### src/arpc_pkg.sv
// Shared types and constants for the ARP cache with aging.
// Used by arpc_ctrl, arpc_dp and arp_cache_with_aging.
package arpc_pkg;

  localparam logic [1:0] MARK_FREE    = 2'd0;
  localparam logic [1:0] MARK_WAITING = 2'd2;
  localparam logic [1:0] MARK_INUSE   = 2'd3;

  localparam logic [1:0] ST_HIT     = 2'd0;
  localparam logic [1:0] ST_MISS    = 2'd1;
  localparam logic [1:0] ST_STORED  = 2'd2;
  localparam logic [1:0] ST_IGNORED = 2'd3;

  localparam logic [63:0] DEFAULT_TIMEOUT = 64'd14400 * 64'd1000000000;

  // scan kinds run by the datapath
  localparam logic [2:0] SCAN_MATCH_WAIT = 3'd0;
  localparam logic [2:0] SCAN_MATCH_USE  = 3'd1;
  localparam logic [2:0] SCAN_FREE       = 3'd2;
  localparam logic [2:0] SCAN_AGE        = 3'd3;
  localparam logic [2:0] SCAN_OLDEST     = 3'd4;

  typedef struct packed {
    logic       load;       // capture input item
    logic       scan_start; // begin a table sweep
    logic [2:0] scan_kind;
    logic       fin_resp;   // finish response
    logic       fin_hit;    // lookup hit
    logic       fin_miss;   // lookup miss, write victim
    logic       use_found;  // victim is scan result (else fallback)
    logic       clear_go;   // start clear pass
  } arpc_cmd_t;

  typedef struct packed {
    logic scan_done;
    logic found;
    logic fresh;
    logic act;
    logic aged_ok;   // now >= timeout
    logic clear_done;
  } arpc_stat_t;

endpackage

### src/arpc_ctrl.sv
// Controller: sequences table sweeps for one item at a time.
// Depends on arpc_pkg.
module arpc_ctrl (
  input  logic                 clk,
  input  logic                 rst,
  input  logic                 start,
  output logic                 busy,
  output arpc_pkg::arpc_cmd_t  cmd,
  input  arpc_pkg::arpc_stat_t stat
);
  import arpc_pkg::*;

  localparam logic [3:0] S_RST   = 4'd0;
  localparam logic [3:0] S_CLEAR = 4'd1;
  localparam logic [3:0] S_IDLE  = 4'd2;
  localparam logic [3:0] S_M1    = 4'd3;
  localparam logic [3:0] S_RD    = 4'd4;
  localparam logic [3:0] S_CHK   = 4'd5;
  localparam logic [3:0] S_FREE1 = 4'd6;
  localparam logic [3:0] S_AGE   = 4'd7;
  localparam logic [3:0] S_FREE2 = 4'd8;
  localparam logic [3:0] S_OLD   = 4'd9;
  localparam logic [3:0] S_WAIT  = 4'd10;

  logic [3:0] state, state_next;

  assign busy = state != S_IDLE;

  always_comb begin
    cmd = '0;
    state_next = state;
    unique case (state)
      S_RST: begin
        cmd.clear_go = 1'b1;
        state_next = S_CLEAR;
      end
      S_CLEAR: if (stat.clear_done) state_next = S_IDLE;
      S_IDLE: if (start) begin
        cmd.load = 1'b1;
        state_next = S_M1;
      end
      S_M1: begin
        cmd.scan_start = 1'b1;
        cmd.scan_kind = stat.act ? SCAN_MATCH_WAIT : SCAN_MATCH_USE;
        state_next = S_RD;
      end
      S_RD: if (stat.scan_done) begin
        if (stat.act) begin
          cmd.fin_resp = 1'b1;
          state_next = S_WAIT;
        end else if (stat.found) begin
          state_next = S_CHK; // wait for read of the matched entry
        end else begin
          cmd.scan_start = 1'b1;
          cmd.scan_kind = SCAN_FREE;
          state_next = S_FREE1;
        end
      end
      S_CHK: begin
        if (stat.fresh) cmd.fin_hit = 1'b1;
        else begin
          cmd.fin_miss = 1'b1;
          cmd.use_found = 1'b1;
        end
        state_next = S_WAIT;
      end
      S_FREE1: if (stat.scan_done) begin
        if (stat.found) begin
          cmd.fin_miss = 1'b1;
          cmd.use_found = 1'b1;
          state_next = S_WAIT;
        end else if (stat.aged_ok) begin
          cmd.scan_start = 1'b1;
          cmd.scan_kind = SCAN_AGE;
          state_next = S_AGE;
        end else begin
          cmd.scan_start = 1'b1;
          cmd.scan_kind = SCAN_OLDEST;
          state_next = S_OLD;
        end
      end
      S_AGE: if (stat.scan_done) begin
        cmd.scan_start = 1'b1;
        cmd.scan_kind = SCAN_FREE;
        state_next = S_FREE2;
      end
      S_FREE2: if (stat.scan_done) begin
        if (stat.found) begin
          cmd.fin_miss = 1'b1;
          cmd.use_found = 1'b1;
          state_next = S_WAIT;
        end else begin
          cmd.scan_start = 1'b1;
          cmd.scan_kind = SCAN_OLDEST;
          state_next = S_OLD;
        end
      end
      S_OLD: if (stat.scan_done) begin
        cmd.fin_miss = 1'b1;
        cmd.use_found = stat.found;
        state_next = S_WAIT;
      end
      S_WAIT: state_next = S_IDLE; // let the result write settle
      default: state_next = S_RST;
    endcase
  end

  always_ff @(posedge clk) begin
    if (rst) state <= S_RST;
    else state <= state_next;
  end
endmodule

### config.mk
export PLATFORM = sky130hd
export DESIGN_NAME = arpc_ctrl
export DESIGN_NICKNAME = d
export VERILOG_FILES = /design/src/arpc_pkg.sv /design/src/arpc_ctrl.sv
export SDC_FILE = /design/constraint.sdc
export NUM_CORES = 1
export LEC_CHECK = 0
export BUFFER_PORTS_ARGS = -buffer_cell sky130_fd_sc_hd__buf_2
export CAP_MARGIN = 40
export CELL_PAD_IN_SITES_DETAIL_PLACEMENT = 1
export CELL_PAD_IN_SITES_GLOBAL_PLACEMENT = 1
export CORE_MARGIN = 2
export CORE_UTILIZATION = 35
export DETAILED_ROUTE_END_ITERATION = 7
export PLACE_DENSITY = 0.77
export RECOVER_POWER = 25
export SLEW_MARGIN = 20
export SYNTH_ARGS = -nofsm -noshare
export SYNTH_HDL_FRONTEND = slang
export SYNTH_SLANG_ARGS = --single-unit
export TNS_END_PERCENT = 20
### constraint.sdc
create_clock -name clk -period 1.6 [get_ports clk]
set_input_delay 0.32 -clock clk [delete_from_list [all_inputs] [get_ports clk]]
set_output_delay 0.32 -clock clk [all_outputs]
set_load 0.005 [all_outputs]
==> results of run 1 <==
[power by group]
group	leakage (nW)	switching, W	internal [W]
combinational	0.328	0.000393	0.000381
clock	0.0138	0.0000350	0.0000834
sequential	0.0353	0.0000920	0.000150
[timing repair]
action / 4_1_cts / 5_1_grt
pin swaps: 4 / 3
endpoints found under the setup margin: 10 / 8
hold buffers: 0 / 0
buffers inserted: 2 / 1
gates resized for setup: 11 / 8
[per-stage QoR]
| stage | cell area, um^2 | TNS, ps | hold slack, ps | total power (W) | worst slack (ps) |
|---|---|---|---|---|---|
| floorplan | 670.6 | 0 | 389.1 | 0.0007847 | 220.8 |
| global placement | 777.0 | -2.269 | 528.0 | 0.0009122 | -2.269 |
| detailed placement | 777.0 | -6.304 | 528.6 | 0.0009326 | -6.304 |
| CTS | 843.3 | -260.9 | 271.7 | 0.001114 | -84.30 |
| global route | 870.8 | -738.3 | 288.0 | 0.001237 | -141.4 |
| finish | 870.8 | -148.3 | 280.1 | 0.001135 | -60.43 |
[layout make-up]
| type | instances | area (um^2) |
|---|---|---|
| flip-flops and latches | 4 | 92.59 |
| fillers | 253 | 893.4 |
| repair buffers | 30 | 192.7 |
| well taps | 25 | 31.28 |
| inverters | 4 | 15.01 |
| clock buffers | 3 | 22.52 |
| multi-input cells | 77 | 516.7 |
[synthesized netlist by cell type (3+ instances only)]
cell	n	share of area
nand2_1	9	0.050
o21ai_1	4	0.030
buf_6	6	0.10
dfxtp_1	4	0.12
nand2b_1	8	0.075
nor2_1	7	0.039
inv_1	4	0.022
nor3_1	3	0.022
o22ai_1	3	0.028
nor2b_1	3	0.028
a21oi_1	10	0.075
[logic make-up after synthesis]
logic type	after synthesis
and+or+nand+nor	44
AOI/OAI and AO/OA	33
buffers and inverters	12
DFF	4
[routing by layer]
layer	up-vias	routed length, um
met4	0	0
li1	381	-
met2	16	1048
met3	0	56
met5	-	0
met1	380	964
[worst max path at each step]
stage          cells after the start  slack [ps]      from     end
2_1_floorplan                      5         220  state[1]  cmd[1]
3_3_place_gp                       5          -2  state[1]  cmd[1]
3_5_place_dp                       5          -6  state[1]  cmd[1]
4_1_cts                            6         -80  state[2]  cmd[1]
5_1_grt                            5        -140  state[3]  cmd[2]
6_report                           6         -60  state[2]  cmd[2]
==> reports/qor.yml, run 1 <==
detailed_routing:
  wire_per_inst_um: 14.47
  dr.first_iter.drc_count: 9
  via_count: 777
  ant_nets: 0
  drtPass1Iterations: 4
  drc: 0
  post_drt_via_cell_ratio: 5.434
  drt_wl_total_mm: 2.069
timing:
  skew_ps: 4.968
  worst_pin_slew_ps: 311.0
  hold_violations: 0
  fin_crit_sh: 1.038
  rsz0062_at_grt: "yes"
  setup_slack_ps: -60.43
  max_clock_freq_mhz: 602.3
  slew_headroom: 0.7913
  setup_viol: 3
  finalCriticalPeriod_ps: 1660
  drv_slew: 0
final_layout:
  top_register: "state"
  largest_register_ffs: 4
  stdcell_count: 143
  area_growth_pct: 29.85
  most-common-layout-cells: "19 x buf_2, 8 x nand2_1, 8 x a21oi_1, 8 x nand2b_1, 8 x buf_4"
  nets: 129
  final_util: 0.4936
  diodes: 0
  final_common_cell: "buf_2"
  drive_above_1_share: 0.4576
  top_regs: "state: 4 flops"
synthesis:
  synthAdderAreaFrac: 0
  avgSynthCellArea_um2: 7.211
  synthXorXnorAreaFrac: 0
  ys_types: 37
  synth-edff-count: 0
  syn_nets: 102
  synth_top_family_by_area: "simple AND/OR/NAND/NOR gates"
  ys_warn_count: 0
  async_flop_share: 0
  ys_ff_latch: 4
  synth_compound_area_frac: 0.3302
  syn_inst: 93
  synth_flop_cell: "dfxtp_1"
  synth-simple-area-share: 0.4086
  syn_area_um2: 670.6
  seq_area_frac_synth: 0.1194
  synth_mux_area_frac: 0
die:
  fp.dieW_um: 47.78
  initial_core_util: 0.3801
  io_pins: 20
  coreArea_um2: 1764
  fp-row-count: 15
  dieArea_um2: 2282
  die_y_um: 47.78
critical_path:
  crit_buf_inv: 2
  rr_worst_depth: 7
  cp-end-kind: "primary output"
  cpPeakStageDelay_ps: 310
  cpMaxStageDelayCell: "dfxtp_2"
  start_kind: "flop"
  reg2reg_from: "state[2]"
  rr_endpoint: "state[2]"
  path_delay_family: "simple AND/OR/NAND/NOR gates"
  worstSetupPathType: "flop to primary output"
  worstPathArrival_ps: 1340
  required_ps: 1280
  cp_cell_sequence: "buf_4 -> and2b_4 -> nand3_2 -> a21oi_2 -> or2_1 -> buf_2"
  path_max_fanout: 4
  r2r_slack_ps: 140
global_route:
  overflow: 0
  grt.busiest_layer: "met2"
  antenna_found_initial: 0
  met2_usage: 0.3280
  met1_usage: 0.2803
  grt_max_degree: 15
  grt_pass1_wl_mm: 3.332
  grt.met3_usage: 0.03019
  grt_pass1_vias: 717
  grtUsageTotal: 0.2029
cts:
  root_buffer: "clkbuf_4"
  clock_path_buffers: 2
  path_clk_slew_ps: 40
  cts_tree: "yes"
  htreeDepth: 1
  clock_sinks: 4
  cts_buffers: 3
  clk_latency_ps: 230
placed_design:
  gp_congestion: 0.8217
  dpl.hpwl_mm: 1.513
  dp.cells: 137
  io_buffers: 19
power:
  vdd_ir_drop_max_v: 0.0007781
  power_density_nw_per_um2: 1303
  power.leakage_nw: 0.3771
outcome:
  status: "finished, violations left"
  violations: "negative setup slack"
hold_path:
  hold_path.class: "primary input to flop"
  min_from: "rst"
  hold_depth: 2
  holdPathEnd: "state[0]"
flow_run:
  cap_violations: 0
Note: power is estimated with default switching activity, not from simulation.
==> inputs of run 2 (changes only) <==
--- a/config.mk
+++ b/config.mk
@@ -5,14 +5,15 @@
 export SDC_FILE = /design/constraint.sdc
 export NUM_CORES = 1
 export LEC_CHECK = 0
+export ABC_AREA = 1
 export BUFFER_PORTS_ARGS = -buffer_cell sky130_fd_sc_hd__buf_2
 export CAP_MARGIN = 40
 export CELL_PAD_IN_SITES_DETAIL_PLACEMENT = 1
 export CELL_PAD_IN_SITES_GLOBAL_PLACEMENT = 1
 export CORE_MARGIN = 2
-export CORE_UTILIZATION = 35
+export CORE_UTILIZATION = 28
 export DETAILED_ROUTE_END_ITERATION = 7
-export PLACE_DENSITY = 0.77
+export PLACE_DENSITY = 0.75
 export RECOVER_POWER = 25
 export SLEW_MARGIN = 20
 export SYNTH_ARGS = -nofsm -noshare
==> run 2 against run 1 <==
- the flow still finishes with violations (negative setup slack)
- register-to-register slack lost 30 ps
- combinational power fell by 22%
- maximum frequency is 2.4% lower
- worst hold slack improved by 10 ps
- cell count up 2.8%
- worst setup slack worse by 40 ps
- critical endpoint is now cmd[1]
- largest power group unchanged
- highest routed layer is now met4
==> reports/qor.yml, run 2 <==
timing:
  max_clock_freq_mhz: 588.0
  finalCriticalPeriod_ps: 1701
  worst_pin_slew_ps: 222.3
  hold_violations: 0
  fin_crit_sh: 1.063
  drv_slew: 0
  setup_slack_ps: -100.7
  setup_viol: 6
  skew_ps: 4.024
  finalSetupTns_ps: -402.4
  slew_headroom: 0.8513
  rsz0062_at_grt: "yes"
synthesis:
  synth_top_area_frac: 0.2526
  yosys.area.top_type: "nand2_1"
  yosysMostFrequentCell: "nand2_1"
  ys_top_cells_by_area: "nand2_1 25%, dfxtp_1 16%, nor2_1 8.4%"
  ys_ff_latch: 4
  seq_area_frac_synth: 0.1633
  syn_inst: 95
  synth_flop_cell: "dfxtp_1"
  async_flop_share: 0
  ys_warn_count: 0
  ys_types: 17
  avgSynthCellArea_um2: 5.163
  syn_nets: 104
  netlist_top_cells_count: "33 x nand2_1, 11 x nor2_1, 10 x inv_1"
  synth-edff-count: 0
  syn_area_um2: 490.5
final_layout:
  diodes: 0
  largest_register_ffs: 4
  nets: 141
  top_regs: "state: 4 flops"
  top_register: "state"
  area_growth_pct: 61.48
  drive_above_1_share: 0.4615
  stdcell_count: 147
  most-common-layout-cells: "31 x nand2_1, 19 x buf_2, 13 x buf_4"
  final_common_cell: "nand2_1"
  fin_area_um2: 792.0
die:
  coreArea_um2: 1689
  die_y_um: 45.86
  io_pins: 20
  initial_core_util: 0.2904
  fp.dieW_um: 45.86
  dieArea_um2: 2103
  fp-row-count: 15
cts:
  clock_sinks: 4
  path_clk_slew_ps: 40
  cts_tree: "yes"
  clock_path_buffers: 2
  clk_latency_ps: 230
  root_buffer: "clkbuf_4"
  cts_hold_buf: 0
  cts_buffers: 3
  htreeDepth: 1
power:
  internal_power_w: 0.0004790
  switchingPower_w: 0.0004436
  vdd_ir_drop_max_v: 0.0003806
  seq_power_share: 0.218
  p_clk_frac: 0.128
  comb_power_share: 0.654
  power.leakage_nw: 0.4341
  swShare: 0.4808
  finalPower_w: 0.0009226
  power_density_nw_per_um2: 1165
global_route:
  antenna_found_initial: 0
  overflow: 0
  grt_pass1_wl_mm: 3.146
  grt_max_degree: 8
  grtUsageTotal: 0.2034
  grt_pass1_vias: 728
flow_run:
  cap_violations: 0
detailed_routing:
  post_drt_via_cell_ratio: 5.259
  drc: 0
  via_count: 773
  ant_nets: 0
  dr.first_iter.drc_count: 26
  drt_wl_total_mm: 2.130
  wire_per_inst_um: 14.49
  drtPass1Iterations: 4
critical_path:
  worstSetupStartpoint: "state[0]"
  path_max_fanout: 6
  r2r_slack_ps: 110
  worstPathArrival_ps: 1380
  cp-end-kind: "primary output"
  start_kind: "flop"
  reg2reg_from: "state[2]"
  rr_worst_depth: 10
  required_ps: 1280
  cpPeakStageDelay_ps: 370
  worstSetupPathType: "flop to primary output"
  cp-endpoint: "cmd[1]"
  rr_endpoint: "state[3]"
  cp_cell_sequence: "inv_4 -> nand2_4 -> o21ai_2 -> nand2_1 -> nor2_1 -> a21oi_1 -> o21ai_0 -> buf_2"
  cpMaxStageDelayCell: "dfxtp_4"
outcome:
  status: "finished, violations left"
  violations: "negative setup slack"
placed_design:
  dp.cells: 138
  preCtsSetupSlack_ps: -19.56
  dpl.hpwl_mm: 1.535
  io_buffers: 19
  gp_congestion: 0.8865
  placed_cell_area_um2: 659.4
hold_path:
  min_from: "rst"
  hold_path.class: "primary input to flop"
[run 2: cell types whose count changed in the layout (fill, tap and decap cells not counted), moves of 3 or more]
cell / previous run / this run
buf_4: 8 / 13
a21oi_2: 4 / 0
nand3_1: 0 / 8
inv_2: 0 / 4
nand4_1: 0 / 3
inv_1: 4 / 9
o22ai_1: 3 / 0
o21ai_1: 5 / 1
nand2_1: 8 / 31
nand2b_1: 8 / 0
nor2_4: 0 / 4
[run 2: area by class of cell]
| type | instances | area (um^2) |
|---|---|---|
| inverters | 14 | 55.05 |
| well taps | 17 | 21.27 |
| multi-input cells | 77 | 410.4 |
| clock buffers | 3 | 22.52 |
| repair buffers | 32 | 192.7 |
| flip-flops and latches | 4 | 90.09 |
| fillers | 251 | 897.1 |
[run 2: worst min-delay path by stage]
stage / endpoint / slack, ps / cells past startpoint
final: state[0] / 290 / 2
after global routing: state[0] / 290 / 2
after CTS: state[0] / 290 / 2
after detailed placement: state[3] / 530 / 2
after global placement: state[0] / 530 / 2
after floorplan: state[0] / 390 / 1
[run 2: cells by family after synthesis]
family / count (synthesis) / synth area share
simple gates: 65 / 0.5995
buf+inv: 14 / 0.1071
compound gates: 12 / 0.1301
flops: 4 / 0.1633
[run 2: critical path: cells and delay by family (launching register included)]
| kind | cells | cell delay (ps) |
|---|---|---|
| DFF | 1 | 370 |
| buffers and inverters | 2 | 220 |
| and+or+nand+nor | 3 | 260 |
| AOI/OAI and AO/OA | 3 | 300 |
[run 2: power by group through the flow]
stage / Combinational [W] / Clock [W] / Sequential, W
2_1_floorplan: 0.000282 / 0 / 0.000164
4_1_cts: 0.000538 / 0.000120 / 0.000184
3_5_place_dp: 0.000463 / 0 / 0.000168
3_3_place_gp: 0.000450 / 0 / 0.000169
6_report: 0.000604 / 0.000118 / 0.000201
5_1_grt: 0.000654 / 0.000131 / 0.000204
[run 2: timing repair]
action | in CTS | in global routing
buffers inserted | 3 | 3
setup endpoints to repair | 8 | 9
pin swaps | 5 | 9
resized for setup | 14 | 8
[run 2: stage by stage]
stage,utilization,hold WS [ps]
2_1_floorplan,-,389.1
3_3_place_gp,0.3904,529.7
3_5_place_dp,0.3904,530.5
4_1_cts,0.4430,294.8
5_1_grt,0.4689,294.1
6_report,0.4689,290.4
[run 2: metal layers]
| layer | wire length (um) | part of all wire | vias up | GRT usage |
|---|---|---|---|---|
| li1 | - | - | 378 | - |
| met1 | 916 | 0.43 | 357 | 0.2717 |
| met2 | 1107 | 0.52 | 34 | 0.3444 |
| met3 | 90 | 0.042 | 4 | 0.02381 |
| met4 | 14 | 0.0066 | 0 | 0.04571 |
| met5 | 0 | 0 | - | 0 |
==> inputs of run 3 (changes only) <==
--- a/config.mk
+++ b/config.mk
@@ -13,10 +13,10 @@
 export CORE_MARGIN = 2
 export CORE_UTILIZATION = 28
 export DETAILED_ROUTE_END_ITERATION = 7
+export GPL_ROUTABILITY_DRIVEN = 1
 export PLACE_DENSITY = 0.75
 export RECOVER_POWER = 25
 export SLEW_MARGIN = 20
 export SYNTH_ARGS = -nofsm -noshare
 export SYNTH_HDL_FRONTEND = slang
 export SYNTH_SLANG_ARGS = --single-unit
-export TNS_END_PERCENT = 20
==> run 3 against run 2 <==
- routed wire length up 29%
- clock-buffer cell count did not move
- combinational power grew 22%
- sequential power barely moved
- critical endpoint is now cmd[8]
- the flow still finishes with violations (negative setup slack)
- register-to-register slack worse by 50 ps
- total power rose by 15%
- maximum frequency shrank 1.8%
- largest cell class unchanged
==> reports/qor.yml, run 3 (synthesis results as in run 2) <==
outcome:
  status: "finished, violations left"
  violations: "negative setup slack"
cts:
  clk_latency_ps: 230
  clock_path_buffers: 2
  root_buffer: "clkbuf_4"
  cts_tree: "yes"
  cts_hold_buf: 0
  clock_sinks: 4
  path_clk_slew_ps: 40
  cts_buffers: 3
  htreeDepth: 1
timing:
  fin_crit_sh: 1.083
  setup_viol: 6
  max_clock_freq_mhz: 577.2
  rsz0062_at_grt: "yes"
  slew_headroom: 0.8443
  finalCriticalPeriod_ps: 1732
  drv_slew: 0
  setup_slack_ps: -132.5
  worst_pin_slew_ps: 233.3
  skew_ps: 1.303
  hold_violations: 0
global_route:
  grt_max_degree: 8
  grt.busiest_layer: "met2"
  met1_usage: 0.2787
  grt_pass1_wl_mm: 3.236
  met2_usage: 0.3750
  overflow: 0
  antenna_found_initial: 0
  grtUsageTotal: 0.2130
  grt.met3_usage: 0.02381
  grt_pass1_vias: 741
placed_design:
  dpl.hpwl_mm: 1.535
  placed_cell_area_um2: 659.4
  gp_congestion: 0.8865
  dp.cells: 138
  io_buffers: 19
final_layout:
  stdcell_count: 153
  top_regs: "state: 4 flops"
  top_register: "state"
  area_growth_pct: 86.73
  drive_above_1_share: 0.5588
  largest_register_ffs: 4
  final_common_cell: "nand2_1"
  fin_area_um2: 915.9
  nets: 147
  most-common-layout-cells: "28 x nand2_1, 19 x buf_2, 17 x buf_4"
  fillers: 241
  final_util: 0.5422
  diodes: 0
detailed_routing:
  post_drt_via_cell_ratio: 5.379
  drc: 0
  wire_per_inst_um: 17.93
  dr.first_iter.drc_count: 18
  drt_wl_total_mm: 2.744
  drtPass1Iterations: 4
  ant_nets: 0
  via_count: 823
hold_path:
  hold_path.class: "primary input to flop"
critical_path:
  cpPeakStageDelay_ps: 370
  cp_cell_sequence: "nor2_4 -> inv_2 -> nor2_4 -> nand2_2 -> o22ai_2 -> nand2_1 -> nand4_1 -> buf_2"
  cpMaxStageDelayCell: "dfxtp_4"
  required_ps: 1280
  start_kind: "flop"
  worstPathArrival_ps: 1410
  cp_common_cell: "nor2_4"
  cp-end-kind: "primary output"
  worstSetupPathType: "flop to primary output"
  path_max_fanout: 6
flow_run:
  cap_violations: 0
power:
  power.leakage_nw: 0.4850
  power_density_nw_per_um2: 1155
  vdd_ir_drop_max_v: 0.0007639
die:
  fp.dieW_um: 45.86
  die_y_um: 45.86
  dieArea_um2: 2103
  initial_core_util: 0.2904
  fp-row-count: 15
  coreArea_um2: 1689
  io_pins: 20
## run 3: cell types whose count changed in the layout (fill, tap and decap cells not counted), sizes merged
cell / change
buf: +6
## run 3: critical path: cells and delay by family, from the launching register on
family,cells,cell delay [ps]
AO/OA/AOI/OAI,1,90
buffers and inverters,2,170
flip-flops,1,370
AND/OR/NAND/NOR,5,550
## run 3: path summary, 6_finish.rpt
| kind | startpoint | end | slack, ps | cells after the start |
|---|---|---|---|---|
| worst max-delay path | state[0] | cmd[8] | -130 | 8 |
| worst min-delay path | rst | state[0] | 330 | 2 |
| worst max register to register | state[2] | state[2] | 60 | 9 |
| worst min register to register | state[0] | state[0] | 550 | 2 |
## run 3: cell type report
type	count	area, um^2	area share
Clock buffer	3	22.52	0.02459
Inverter	14	57.56	0.06284
Multi-Input combinational cell	77	476.7	0.5205
Sequential cell	4	92.59	0.1011
Tap cell	17	21.27	0.02322
Timing Repair Buffer	38	245.2	0.2678
## run 3: layer usage
| metal | wire length, um | vias up |
|---|---|---|
| met2 | 1502 | 23 |
| met4 | 63 | 0 |
| met1 | 1113 | 399 |
| met5 | 0 | - |
| li1 | - | 393 |
| met3 | 65 | 8 |
## run 3: stage by stage
stage                     worst slack, ps  hold slack (ps)  power (W)  TNS (ps)
final                              -132.5            329.5   0.001058    -550.2
after global routing               -221.8            347.0   0.001126     -1074
after CTS                          -105.5            292.5  0.0008681    -398.8
after detailed placement           -19.56            530.5  0.0006307    -19.56
after global placement             -17.97            529.7  0.0006187    -17.97
after floorplan                     255.9            389.1  0.0004463         0
## run 3: power breakdown
part | total [W] | internal (W) | switching (W)
registers | 0.000198 | 0.000138 | 0.0000598
clock network | 0.000122 | 0.0000837 | 0.0000383
logic | 0.000738 | 0.000314 | 0.000424
## run 3: repair_timing
item                                    4_1_cts  5_1_grt
hold endpoints to repair                      0        0
endpoints found under the setup margin        8        9
buffers inserted                              5        7
resized for setup                            21       22
pin swaps                                    10        9
